$ cat config.mk
export PLATFORM = sky130hd
export DESIGN_NAME = sfh_mul
export DESIGN_NICKNAME = d
export VERILOG_FILES = /design/src/rtl/core/simplex_fractal_height_assert.svh /design/src/rtl/core/sfh_pkg.sv /design/src/rtl/core/sfh_mul.sv
export SDC_FILE = /design/constraint.sdc
export NUM_CORES = 2
export LEC_CHECK = 0
export ABC_CLOCK_PERIOD_IN_PS = 9750
export BUFFER_PORTS_ARGS = -buffer_cell sky130_fd_sc_hd__buf_2
export CAP_MARGIN = 20
export CORE_MARGIN = 1.5
export CORE_UTILIZATION = 60
export DETAILED_ROUTE_END_ITERATION = 10
export HOLD_SLACK_MARGIN = 0.08
export PLACE_DENSITY = 0.78
export SLEW_MARGIN = 25
export SYNTH_ARGS = -nofsm -noshare
export SYNTH_HDL_FRONTEND = slang
export SYNTH_SLANG_ARGS = --single-unit
$ cat constraint.sdc
create_clock -name clk -period 9.75 [get_ports clk]
set_input_delay 1.95 -clock clk [delete_from_list [all_inputs] [get_ports clk]]
set_output_delay 1.95 -clock clk [all_outputs]
set_load 0.01 [all_outputs]
$ cat src/rtl/core/simplex_fractal_height_assert.svh
// Assertion macros shared by the RTL; clock and reset are taken from the including scope.
`ifndef SIMPLEX_FRACTAL_HEIGHT_ASSERT_SVH
`define SIMPLEX_FRACTAL_HEIGHT_ASSERT_SVH

// A property that must hold at every clock edge outside reset.
`define SFH_ASSERT(label, prop, msg) \
    label: assert property (@(posedge clk) disable iff (!rst_n) (prop)) else $error(msg);

// When the trigger holds, the property must hold in the next cycle.
`define SFH_ASSERT_NEXT(label, trig, prop, msg) \
    label: assert property (@(posedge clk) disable iff (!rst_n) (trig) |=> (prop)) \
        else $error(msg);

`endif

$ cat src/rtl/core/sfh_pkg.sv
package sfh_pkg;

    localparam int PERM_DEPTH = 512;
    localparam int PERM_AW    = 9;
    localparam int A_W        = 42;
    localparam int B_W        = 25;
    localparam int PROD_W     = A_W + B_W;
    localparam int CFG_IDX_W  = 4;

    localparam logic [B_W-1:0] SKEW_K      = 25'd383805;
    localparam logic [B_W-1:0] UNSKEW_K_B  = 25'd221590;
    localparam logic [23:0]    UNSKEW_K    = 24'd221590;
    localparam logic [23:0]    ONE_Q20     = 24'h100000;
    localparam logic [B_W-1:0] PERSIST_Q16 = 25'd42598;
    localparam logic [15:0]    AMP_START   = 16'd42598;

    localparam logic [CFG_IDX_W-1:0] CFG_FREQUENCY    = 4'd0;
    localparam logic [CFG_IDX_W-1:0] CFG_OCTAVE_COUNT = 4'd1;
    localparam logic [CFG_IDX_W-1:0] CFG_LOW_HEIGHT   = 4'd2;
    localparam logic [CFG_IDX_W-1:0] CFG_HEIGHT_SPAN  = 4'd3;

    typedef enum logic [4:0] {
        S_IDLE, S_MX, S_MY, S_SK0, S_OCT, S_CELL, S_UNSK, S_OFFS, S_CORN,
        S_H1A, S_H1B, S_H2A, S_H2B, S_SQX, S_SQY, S_TSUM, S_T2, S_T4, S_TG,
        S_ACC, S_NOISE, S_WEIGH, S_AMP, S_FINAL, S_RESULT
    } state_t;

    typedef struct packed {
        logic                  en;
        logic signed [A_W-1:0] a;
        logic signed [B_W-1:0] b;
    } mul_req_t;

    typedef struct packed {
        logic               we;
        logic [PERM_AW-1:0] waddr;
        logic [7:0]         wdata;
        logic [PERM_AW-1:0] raddr;
    } perm_req_t;

endpackage

$ cat src/rtl/core/sfh_mul.sv
module sfh_mul
    import sfh_pkg::*;
(
    input  logic                     clk,
    input  mul_req_t                 req,
    output logic signed [PROD_W-1:0] p_reg
);

    logic signed [PROD_W-1:0] prod;

    assign prod = PROD_W'(req.a) * PROD_W'(req.b);

    // The product register holds its value while no multiply is issued.
    always_ff @(posedge clk)
    begin
        if (req.en)
        begin
            p_reg <= prod;
        end
    end

endmodule

# Word level (Yosys, flattened, before mapping)
# Cells that the tools add are included.
dict set report totals {
  register_bits 67
  latchBits 0
  wordCells 2
  mem_bits_rw 0
  romBits 0
  inputBits 69
  memories 0
}
dict set report op_classes {
  eq_ne 0
  n_div 0
  bitwise_logic 0
  n_lt_le_gt_ge 0
  shifts 0
  mul 1
  reduce_logical 0
  n_addsub 0
  mux 0
}
# operator count
set ops {}
lappend ops {{$mul 42x25->67} 1}

# Depth between registers and ports, before layout
dict set report depth {
  ltp_word 1
  mapped_depth 29
  ltp_nobuf 26
}

# Least setup slack after synthesis
# No wires, ideal clock.
dict set report synth_path {
  path_type {input to register}
  startpoint {input req[4] (netlist bit)}
  endpoint {register p_reg[49] (data pin)}
  setup_time_ps 135
  slack_ps 981
  required_time_ps 9615
  arrival_time_ps 8634
  stages 27
  cell_sequence {clkbuf_1 > clkbuf_1 > nand2_1 > fa_1 > inv_1 > fa_1 > inv_1 > fa_1 > fa_1 > inv_1 > fa_1 > fa_1 > inv_1 > fa_1 > inv_1 > ha_1 > buf_6 > a21oi_1 > o21ai_0 > or4_1 > o22a_1 > a21oi_2 > o21ai_2 > a221oi_2 > o21ai_2 > or4b_1 > nand3_1}
}
dict set report synth_between {
  elab_chain_len 1
}
# item line_no
set synth_lines {}
lappend synth_lines {{start, declared} sfh_mul.sv:5} ;# input mul_req_t req,
lappend synth_lines {{$mul 42x25->67} sfh_mul.sv:11} ;# assign prod = PROD_W'(req.a) * PROD_W'(req.b);
lappend synth_lines {{via prod[49]} sfh_mul.sv:9} ;# logic signed [PROD_W-1:0] prod;
lappend synth_lines {{end signal, assigned} sfh_mul.sv:18} ;# p_reg <= prod;
lappend synth_lines {{end, declared} sfh_mul.sv:6} ;# output logic signed [PROD_W-1:0] p_reg
# The timed path passes the listed nets, and every way through them passes these cells.
# A chain may end at the register's enable or synchronous reset.

# Final worst setup path
dict set report layout_path {
  startpoint {input req[44] (netlist bit)}
  endpoint {register p_reg[66] (data pin)}
}
# Same word-level chain as after synthesis.

==> results.md <==
* Outcome: complete, no violations
* Fraction of the yosys area taken by sequential cells at 5.36%
* Synth Area in Simple Gates at approximately 15%
* DRT Wirelength at 98000 um
* Tmin final at 9.36 ns
* Inserted Clock Buffers at 9
* Placed cells at between 4000 and 5000
* Multiplexer share of the synthesized area at 0%
* Utilization after layout at 64.7%
* CTS clk-pin slew, worst paths at 0.07 ns
* Vias in the first global route at 30100
* Effective utilization at floorplan at 60.8%
* Die area at about 0.064 mm2
* Met3 Use GR at 5.76%
* Worst hold slack at 1.89 ns
* Pre-antenna DRT Iters at 6
* Seq cells post-synth at 67
* Routed via count at around 27000
* Met2 Usage GRT at a little under three fifths
* Slew headroom at 41.8%
* Crit path largest cell delay at 0.55 ns
* Max Cap Violations at 0
* Final setup vio count at 0
* GRT Max-Usage Layer: met2
* Non-Filler Instances at approximately 5000
* CP top delay family: adder cells
* # Post-CTS Setup Buffers at 0
* RSZ-0062 raised after global routing: no
* Hold_buf cts at 0
* Mapped Cells at approximately 4000
* Residual DRC at 0
* GRT Total Usage at 33.2%
* Fillers at 4887
* CTS tree: done
* Die extent in x at 253 um
* Synth Area in Adders at between 60 and 70%
* Ys flop type: edfxtp_1
* I/O Pins at 136
* Share of the synthesized area in the top cell type at 55.9%
* Wire per inst at 20.0 um
* YS warnings at 0
* Routed vias/inst at 5.52
* Die Y-Extent at 253 um
* CTS Root Cell: clkbuf_16
* CP dominant cell by count: fa_1
* First-pass GRT wire length at 161000 um
* Post-route ant nets at 0
* Most numerous cell in the Yosys netlist: fa_1
* Biggest area consumer among synthesized cells: fa_1
* Ys async rst share at 0%
* CTS resizes at 0
* HP Start: req[67]
* Max FFs per register at 67
* Worst hold-check path type: input pin to flip-flop
* Antenna violations before repair at 8
* Post-synthesis average cell area at 9.46 um2
* Area of the mapped netlist at 0.0376 mm2
* Netlist cell types at 68
* Largest family of logic cells by synthesized area: adder cells
* Hold Path Cell Cnt at 1
* Largest net degree at the start of global routing at 57
* GR Overflow Total at 0
* Cell Rows at between 90 and 100
* Worst EP required at approximately 10 ns
* Setup crit start: req[44]
* Actual slew at the worst max-slew pin at roughly 0.87 ns
* Fin. max-slew vios at 0
* Post-synth top cells: fa_1 (1049), inv_1 (991), nand2_1 (634)
* Post-DP HPWL at 82200 um
* Fin crit share at 96.0%
* Synth Area in XOR/XNOR at 1.70%
* Worst-case clock buffer depth at 2
* Highest-delay cell along the critical path: fa_1
* CP max FO at 16
* Element type at the critical path start: input pin
* Fmax at 107 MHz
* Fraction of layout cells with a size suffix above 1 at 7.63%
* Grt met1 use at approximately two fifths
* WP data arrival at roughly 9.6 ns
* Core area at between 0.06 and 0.07 mm2
* Synth top area cells: fa_1 (56%), inv_1 (9.9%), and2_1 (7.0%)
* Initial DRC count at 2136
* Post-synthesis compound-gate area fraction at 3.81%
* Final hold vios at 0
* Area growth from synthesis to layout at 6.48%
* Synthesized Nets at 5265
* H-tree Lvls at 3
* Crit path kind: input pin to flip-flop
* Setup tns final at 0 ns
* Crit path buf inv count at 6
* Nets at 5340
* Clk sinks at 67
* Routability congestion estimate at 0.964
* CP Capture Type: flip-flop
* EDFF count, synth at 67
* Port bufs at 135
* Hold Crit Endpoint: p_reg[59]
[layer usage]
layer | share of wire, % | vias up
li1 | - | 11500
met1 | 36 | 13900
met2 | 51 | 1314
met3 | 8.7 | 274
met4 | 4.2 | 4
met5 | 0.030 | -
[area by class of cell]
class,count,area [um2],share of cell area [%]
Multi-Input combinational cell,2702,31000,77.4
Inverter,992,3720,9.31
Sequential cell,67,2010,5.03
Timing Repair Buffer,275,1970,4.92
Tap cell,837,1050,2.62
Clock buffer,9,225,0.563
Clock inverter,6,42.5,0.106
Antenna cell,5,12.5,0.0313
[cells in the final DEF, fill, tap and decap left out, drive strengths merged, types with 3 or more instances in the layout]
| cell | count |
|---|---|
| nand3 | 8 |
| diode | 5 |
| a31oi | 8 |
| o21bai | 9 |
| fa | 1049 |
| buf | 275 |
| o21a | 4 |
| ha | 175 |
| xnor2 | 46 |
| clkbuf | 9 |
| nor3 | 4 |
| nand2b | 7 |
| a41oi | 3 |
| nand2 | 634 |
| a211oi | 3 |
| nor4 | 4 |
| or4 | 3 |
| xor2 | 27 |
| a2111o | 3 |
| a21o | 35 |
| a221oi | 4 |
| a21oi | 67 |
| edfxtp | 67 |
| and2 | 421 |
| o31ai | 3 |
| nor2 | 70 |
| nor2b | 6 |
| o211ai | 8 |
| a2111oi | 3 |
| and3 | 7 |
| o21ai | 43 |
| o2111ai | 3 |
| a211o | 3 |
| inv | 993 |
| clkinv | 3 |
| nand4 | 22 |
[cells by family after synthesis]
family,count (synthesis)
fa+ha+maj,1224
compound gates,211
simple gates,1194
flops,67
xor+xnor,73
buf+inv,1203
[how the worst max path moves through the flow]
stage                end  slack (ns)  cells past startpoint
6_report       p_reg[66]        0.39                     25
5_1_grt        p_reg[66]        0.12                     23
4_1_cts        p_reg[61]        0.48                     27
3_5_place_dp   p_reg[61]         0.1                     27
3_3_place_gp   p_reg[61]        0.15                     27
2_1_floorplan  p_reg[49]        0.98                     27
[through the flow]
step | setup slack [ns] | cell area [um2]
floorplan | 0.981 | 37600
global placement | 0.147 | 39700
detailed placement | 0.0990 | 39700
CTS | 0.479 | 40000
global route | 0.123 | 40000
finish | 0.395 | 40000
Power is left out: the tool's default activity adds up to more than one toggle a clock period on the data nets, which glitch-free logic cannot reach.
