$ cat src/rtl/core/simplex_fractal_height_assert.svh
// Assertion macros shared by the RTL; clock and reset are taken from the including scope.
`ifndef SIMPLEX_FRACTAL_HEIGHT_ASSERT_SVH
`define SIMPLEX_FRACTAL_HEIGHT_ASSERT_SVH

// A property that must hold at every clock edge outside reset.
`define SFH_ASSERT(label, prop, msg) \
    label: assert property (@(posedge clk) disable iff (!rst_n) (prop)) else $error(msg);

// When the trigger holds, the property must hold in the next cycle.
`define SFH_ASSERT_NEXT(label, trig, prop, msg) \
    label: assert property (@(posedge clk) disable iff (!rst_n) (trig) |=> (prop)) \
        else $error(msg);

`endif

$ cat src/rtl/core/sfh_pkg.sv
package sfh_pkg;

    localparam int PERM_DEPTH = 512;
    localparam int PERM_AW    = 9;
    localparam int A_W        = 42;
    localparam int B_W        = 25;
    localparam int PROD_W     = A_W + B_W;
    localparam int CFG_IDX_W  = 4;

    localparam logic [B_W-1:0] SKEW_K      = 25'd383805;
    localparam logic [B_W-1:0] UNSKEW_K_B  = 25'd221590;
    localparam logic [23:0]    UNSKEW_K    = 24'd221590;
    localparam logic [23:0]    ONE_Q20     = 24'h100000;
    localparam logic [B_W-1:0] PERSIST_Q16 = 25'd42598;
    localparam logic [15:0]    AMP_START   = 16'd42598;

    localparam logic [CFG_IDX_W-1:0] CFG_FREQUENCY    = 4'd0;
    localparam logic [CFG_IDX_W-1:0] CFG_OCTAVE_COUNT = 4'd1;
    localparam logic [CFG_IDX_W-1:0] CFG_LOW_HEIGHT   = 4'd2;
    localparam logic [CFG_IDX_W-1:0] CFG_HEIGHT_SPAN  = 4'd3;

    typedef enum logic [4:0] {
        S_IDLE, S_MX, S_MY, S_SK0, S_OCT, S_CELL, S_UNSK, S_OFFS, S_CORN,
        S_H1A, S_H1B, S_H2A, S_H2B, S_SQX, S_SQY, S_TSUM, S_T2, S_T4, S_TG,
        S_ACC, S_NOISE, S_WEIGH, S_AMP, S_FINAL, S_RESULT
    } state_t;

    typedef struct packed {
        logic                  en;
        logic signed [A_W-1:0] a;
        logic signed [B_W-1:0] b;
    } mul_req_t;

    typedef struct packed {
        logic               we;
        logic [PERM_AW-1:0] waddr;
        logic [7:0]         wdata;
        logic [PERM_AW-1:0] raddr;
    } perm_req_t;

endpackage

$ cat src/rtl/core/sfh_perm_ram.sv
module sfh_perm_ram
    import sfh_pkg::*;
(
    input  logic       clk,
    input  perm_req_t  req,
    output logic [7:0] rdata_reg
);

    logic [7:0] mem [PERM_DEPTH];

    always_ff @(posedge clk)
    begin
        if (req.we)
        begin
            mem[req.waddr] <= req.wdata;
        end
        rdata_reg <= mem[req.raddr];
    end

endmodule

$ cat config.mk
export PLATFORM = sky130hd
export DESIGN_NAME = sfh_perm_ram
export DESIGN_NICKNAME = d
export VERILOG_FILES = /design/src/rtl/core/simplex_fractal_height_assert.svh /design/src/rtl/core/sfh_pkg.sv /design/src/rtl/core/sfh_perm_ram.sv
export SDC_FILE = /design/constraint.sdc
export NUM_CORES = 2
export LEC_CHECK = 0
export BUFFER_PORTS_ARGS = -buffer_cell sky130_fd_sc_hd__buf_2
export CAP_MARGIN = 20
export CORE_UTILIZATION = 40
export DETAILED_ROUTE_END_ITERATION = 7
export MAX_ROUTING_LAYER = met4
export SLEW_MARGIN = 20
export SYNTH_ARGS = -nofsm -noshare
export SYNTH_HDL_FRONTEND = slang
export SYNTH_SLANG_ARGS = --single-unit
$ cat constraint.sdc
create_clock -name clk -period 3.94 [get_ports clk]
set_input_delay 0.394 -clock clk [delete_from_list [all_inputs] [get_ports clk]]
set_output_delay 0.394 -clock clk [all_outputs]
set_load 0.01 [all_outputs]
[Word-level counts from Yosys, hierarchy flattened]
Memory sizes are Yosys's and may differ from the RTL's. A register that Yosys moved wholly into a read port is not among the register bits.
Index checks and enable logic that the tools add are counted.
Word-level totals
  bits of input ports: 28
  flip-flop bits (word level): 0
  memory bits (read-only): 0
  memories kept: 1
  bits in writable memories: 4096
  latch bits: 0
  output and inout bits: 8
  word-level logic and storage cells: 3
Memory list
  mem: depth 512, bits a word 8, rd ports 1, clocked after Yosys merged registers in 1, wr ports 1, line sfh_perm_ram.sv:9  | logic [7:0] mem [PERM_DEPTH];
Cells by class
  $add $sub $neg: 0
  bitwise logic cells: 0
  reduce and logical (&&, ||, !) cells: 0
  $mul: 0
  shifts and indexed selects: 0
  div/mod/pow operators: 0
  muxes and demuxes: 2
  magnitude comparators: 0
  equal/unequal tests: 0
Operators with widths (count)
  2-to-1 mux 1 bit: 2

[Depth between registers and ports, before layout]
  depth in word-level cells: 2
  depth in mapped cells: 12
  gate-level depth less buffers: 7

[Worst setup path after synthesis]
Ideal clock, no wire load.
  path kind: input-to-reg
  from: input req[0] in the netlist's numbering
  to: register rdata_reg[0], read port of mem
  data required time: 3.822 ns
  data arrival time: 2.248 ns
  library setup time: 0.118 ns
  setup slack: 1.574 ns
  buffers on the path: 4
  cell stages on the path: 10
  cells stage by stage: buf_4 buf_12 buf_12 buf_2 mux4_2 o21ai_0 nand3_1 nand4_1 o21ai_0 o2111a_1
RTL lines
  start: declaration: line sfh_perm_ram.sv:5  | input perm_req_t req,
  end: declaration: line sfh_perm_ram.sv:6  | output logic [7:0] rdata_reg

==> results_dict.tcl <==
set metrics [dict create \
    cts_max_level 5 \
    crit_chain "mux2i_1, o221ai_1, a21oi_1, nor4_1, buf_4, nand4_1, nor4_1, o2111a_1" \
    grt_pass1_vias 82279 \
    crit_path_frequent_cell "nor4_1" \
    worstSkewPairLatency_ns 0.97 \
    slew_violations 0 \
    worstPathMaxFanout 2 \
    largest_reg_flops 4096 \
    reg2reg_to "rdata_reg[0]" \
    crit_type "reg -> reg" \
    r2r_cells 8 \
    startpoint_type "flop" \
    cp.arrival_ns 4.59 \
    synth_compound_area_share_pct 4.31 \
    io-pin-count 36 \
    wl_per_cell_um 30.2 \
    antenna_found_initial 15 \
    maxCapViolCount 0 \
    drcViolationCount 0 \
    dp_hpwl_mm 266 \
    p_leak_nw 58.4 \
    powerDensity_mw_per_mm2 500 \
    synth.avg_cell_area_um2 19.9 \
    cts-buffers-inserted 418 \
    ctsHoldBuffers 6 \
    power.switching_mw 19.6 \
    startpoint "mem[57][0]" \
    synth_top_family_by_area "multiplexers" \
    synth_ff_type "edfxtp_1" \
    synth_edf_count 4096 \
    required_ns 4.85 \
    hold_violations 2 \
    ys_async_sr_fraction_pct 0 \
    cts_setup_buffers 0 \
    timing.rr.start "mem[57][0]" \
    synth-seq-cells 4104 \
    grt_max_degree 150 \
    drtIter0Drc 10396 \
    dieArea_mm2 0.402 \
    num_rows 231 \
    hold_path.class "in -> reg" \
    timing.final.crit_share_pct 93.5 \
    final-setup-viol-count 0 \
    seqPwrFrac_pct 52.5 \
    path_delay_family "simple AND/OR/NAND/NOR gates" \
    crit_path_end "rdata_reg[0]" \
    swShare_pct 21.4 \
    netlist_area_mm2 0.160 \
    skew_ns 0.0500 \
    totalWireLength_mm 427 \
    tightest_slew_ns 1.20 \
    start_util_pct 40.3 \
    synth.top_cells.by_area "edfxtp_1, mux4_2, mux2i_1, o221ai_1, nor2_1" \
    die_width_um 634 \
    period_minus_slack_ns 3.68 \
    internal_power_mw 72.0 \
    fill_cells 32717 \
    regToRegSetupSlack_ns 0.26 \
    critPathMaxStageDelay_ns 1.00 \
    synthCells 8030 \
    synth_area_leader_cell "edfxtp_1" \
    place.port_buffers 35 \
    track_usage_pct 21.5 \
    syn_nets 8058 \
    combPwrFrac_pct 5.0 \
    core_mm2 0.397 \
    syn_to_final_growth_pct 14.5 \
    post_cts_resized 0 \
    setup_tns_ns 0 \
    vdd_drop_max_v 0.000350 \
    slew-limit-headroom_pct 19.9 \
    worst_setup_path_end_kind "flop" \
    drive_above_1_share_pct 21.0 \
    violations "negative hold slack" \
    status "finished with violations" \
    vias_per_cell 5.85 \
    layout.nets 8577 \
    yosys.area_share.adder_pct 0 \
    yosysWarnings 0 \
    yosys.area_share.simple_pct 2.63 \
    max-clock-path-buffers 4 \
    overflow 0 \
    grt_first_pass_wirelength_mm 610 \
    cts-root-buf "clkbuf_16" \
    ant_nets 0 \
    fmax_mhz 272 \
    synthXorXnorAreaFrac_pct 0 \
    slowest_stage "nor4_1" \
    path_depth 8 \
    ys_seq_area_share_pct 77.0 \
    gp_congestion 0.884 \
    drtPass1Iterations 6 \
    path_clk_slew_ns 0.06 \
    crit_buf_inv 1 \
    synth_top_area_share_pct 76.9 \
    finish.utilization_pct 46.1 \
    cts_tree "yes" \
    synthMuxAreaShare_pct 14.2 \
    clock_sinks 4104 \
    grt_setup_unrepaired "false" \
    dr_total_vias 82723 \
    synth.distinct_cells 51 \
    clkPwrFrac_pct 42.5 \
    hold_slack_ns -0.0178 \
    die_y_um 634 \
]
==> layout by cell type, fill, tap and decap left out, types with 5 or more instances in the layout <==
| cell | instances |
|---|---|
| o31ai_1 | 13 |
| clkinv_2 | 72 |
| diode_2 | 9 |
| a211oi_1 | 17 |
| a21oi_1 | 194 |
| nor3b_1 | 7 |
| mux2i_1 | 797 |
| or3_1 | 6 |
| nor2_1 | 595 |
| a22o_1 | 5 |
| bufinv_16 | 43 |
| inv_16 | 5 |
| clkbuf_16 | 422 |
| dfxtp_1 | 8 |
| buf_4 | 466 |
| clkinv_1 | 101 |
| inv_6 | 10 |
| nand4_1 | 32 |
| buf_8 | 10 |
| nor4_1 | 35 |
| dlygate4sd3_1 | 6 |
| nor3_1 | 108 |
| buf_12 | 106 |
| buf_2 | 23 |
| edfxtp_1 | 4096 |
| nand2_1 | 97 |
| mux4_2 | 654 |
| nand2_4 | 12 |
| and2_1 | 19 |
| a22oi_1 | 61 |
| clkinv_8 | 6 |
| clkbuf_1 | 95 |
| o2111a_1 | 8 |
| nand3_1 | 32 |
| o22ai_1 | 163 |
| o221ai_1 | 371 |
| o21ai_0 | 118 |
==> worst min path at each step <==
stage	start	slack [ns]	end	depth (start not counted)
global route	req[15]	0.007	mem[400][6]	1
finish	req[15]	-0.02	mem[400][6]	1
CTS	req[15]	0.02	mem[400][6]	1
global placement	req[13]	0.81	mem[402][4]	1
floorplan	req[9]	0.49	mem[0][0]	0
detailed placement	req[13]	0.81	mem[403][4]	1
==> layout make-up <==
class	count	area (um^2)	area share, %
Inverter	3	18.8	0.0103
Tap cell	5242	6560	3.58
Antenna cell	9	22.5	0.0123
Clock buffer	517	10900	5.96
Clock inverter	244	2400	1.31
Multi-Input combinational cell	3410	34000	18.6
Timing Repair Buffer	612	5960	3.25
Sequential cell	4104	123000	67.3
==> power groups by stage <==
| stage | combinational, mW | sequential [mW] | clock (mW) |
|---|---|---|---|
| after global routing | 4.75 | 48.1 | 41.1 |
| after global placement | 4.49 | 49.1 | 0 |
| after CTS | 4.57 | 48.1 | 39.4 |
| final | 4.56 | 48.1 | 38.9 |
| after detailed placement | 4.55 | 49.1 | 0 |
| after floorplan | 2.29 | 49.0 | 0 |
==> layer usage <==
layer / up-vias / share of wire [%] / global-route usage, %
li1: 34543 / - / -
met1: 43907 / 42 / 29.8
met2: 3680 / 48 / 33.6
met3: 593 / 7.9 / 3.29
met4: 0 / 2.7 / 5.38
met5: - / 0 / -
==> logic make-up (layout without fill, tap and decap cells) <==
family / Yosys count / after routing
DFF: 4104 / 4104
buffers and inverters: 516 / 1376
muxes: 1451 / 1451
AOI/OAI and AO/OA: 979 / 979
other: 0 / 9
and+or+nand+nor: 980 / 980
==> cells in the mapped netlist, types with 5 or more instances <==
cell type	count
edfxtp_1	4096
mux2i_1	797
mux4_2	654
nor2_1	597
o221ai_1	371
clkbuf_1	265
a21oi_1	194
o22ai_1	163
o21ai_0	118
nand2_1	111
nor3_1	109
buf_4	70
buf_6	64
a22oi_1	61
buf_2	57
buf_1	41
nand3_1	36
nor4_1	36
nand4_1	32
and2_1	20
a211oi_1	17
o31ai_1	13
buf_8	11
dfxtp_1	8
nor3b_1	8
o2111a_1	8
o41ai_1	7
nor2b_1	6
or3_1	6
a22o_1	5
buf_12	5
o311ai_0	5
==> metrics by stage <==
stage	power, mW	cell area [um^2]	instances	worst slack, ns
4_1_cts	92.1	183000	14132	0.489
6_report	91.6	183000	14141	0.258
3_3_place_gp	53.5	170000	13363	-0.373
5_1_grt	93.9	183000	14136	0.426
2_1_floorplan	51.3	160000	8030	1.57
3_5_place_dp	53.6	170000	13365	-0.371
No activity file was read; power rests on OpenSTA's default activity.
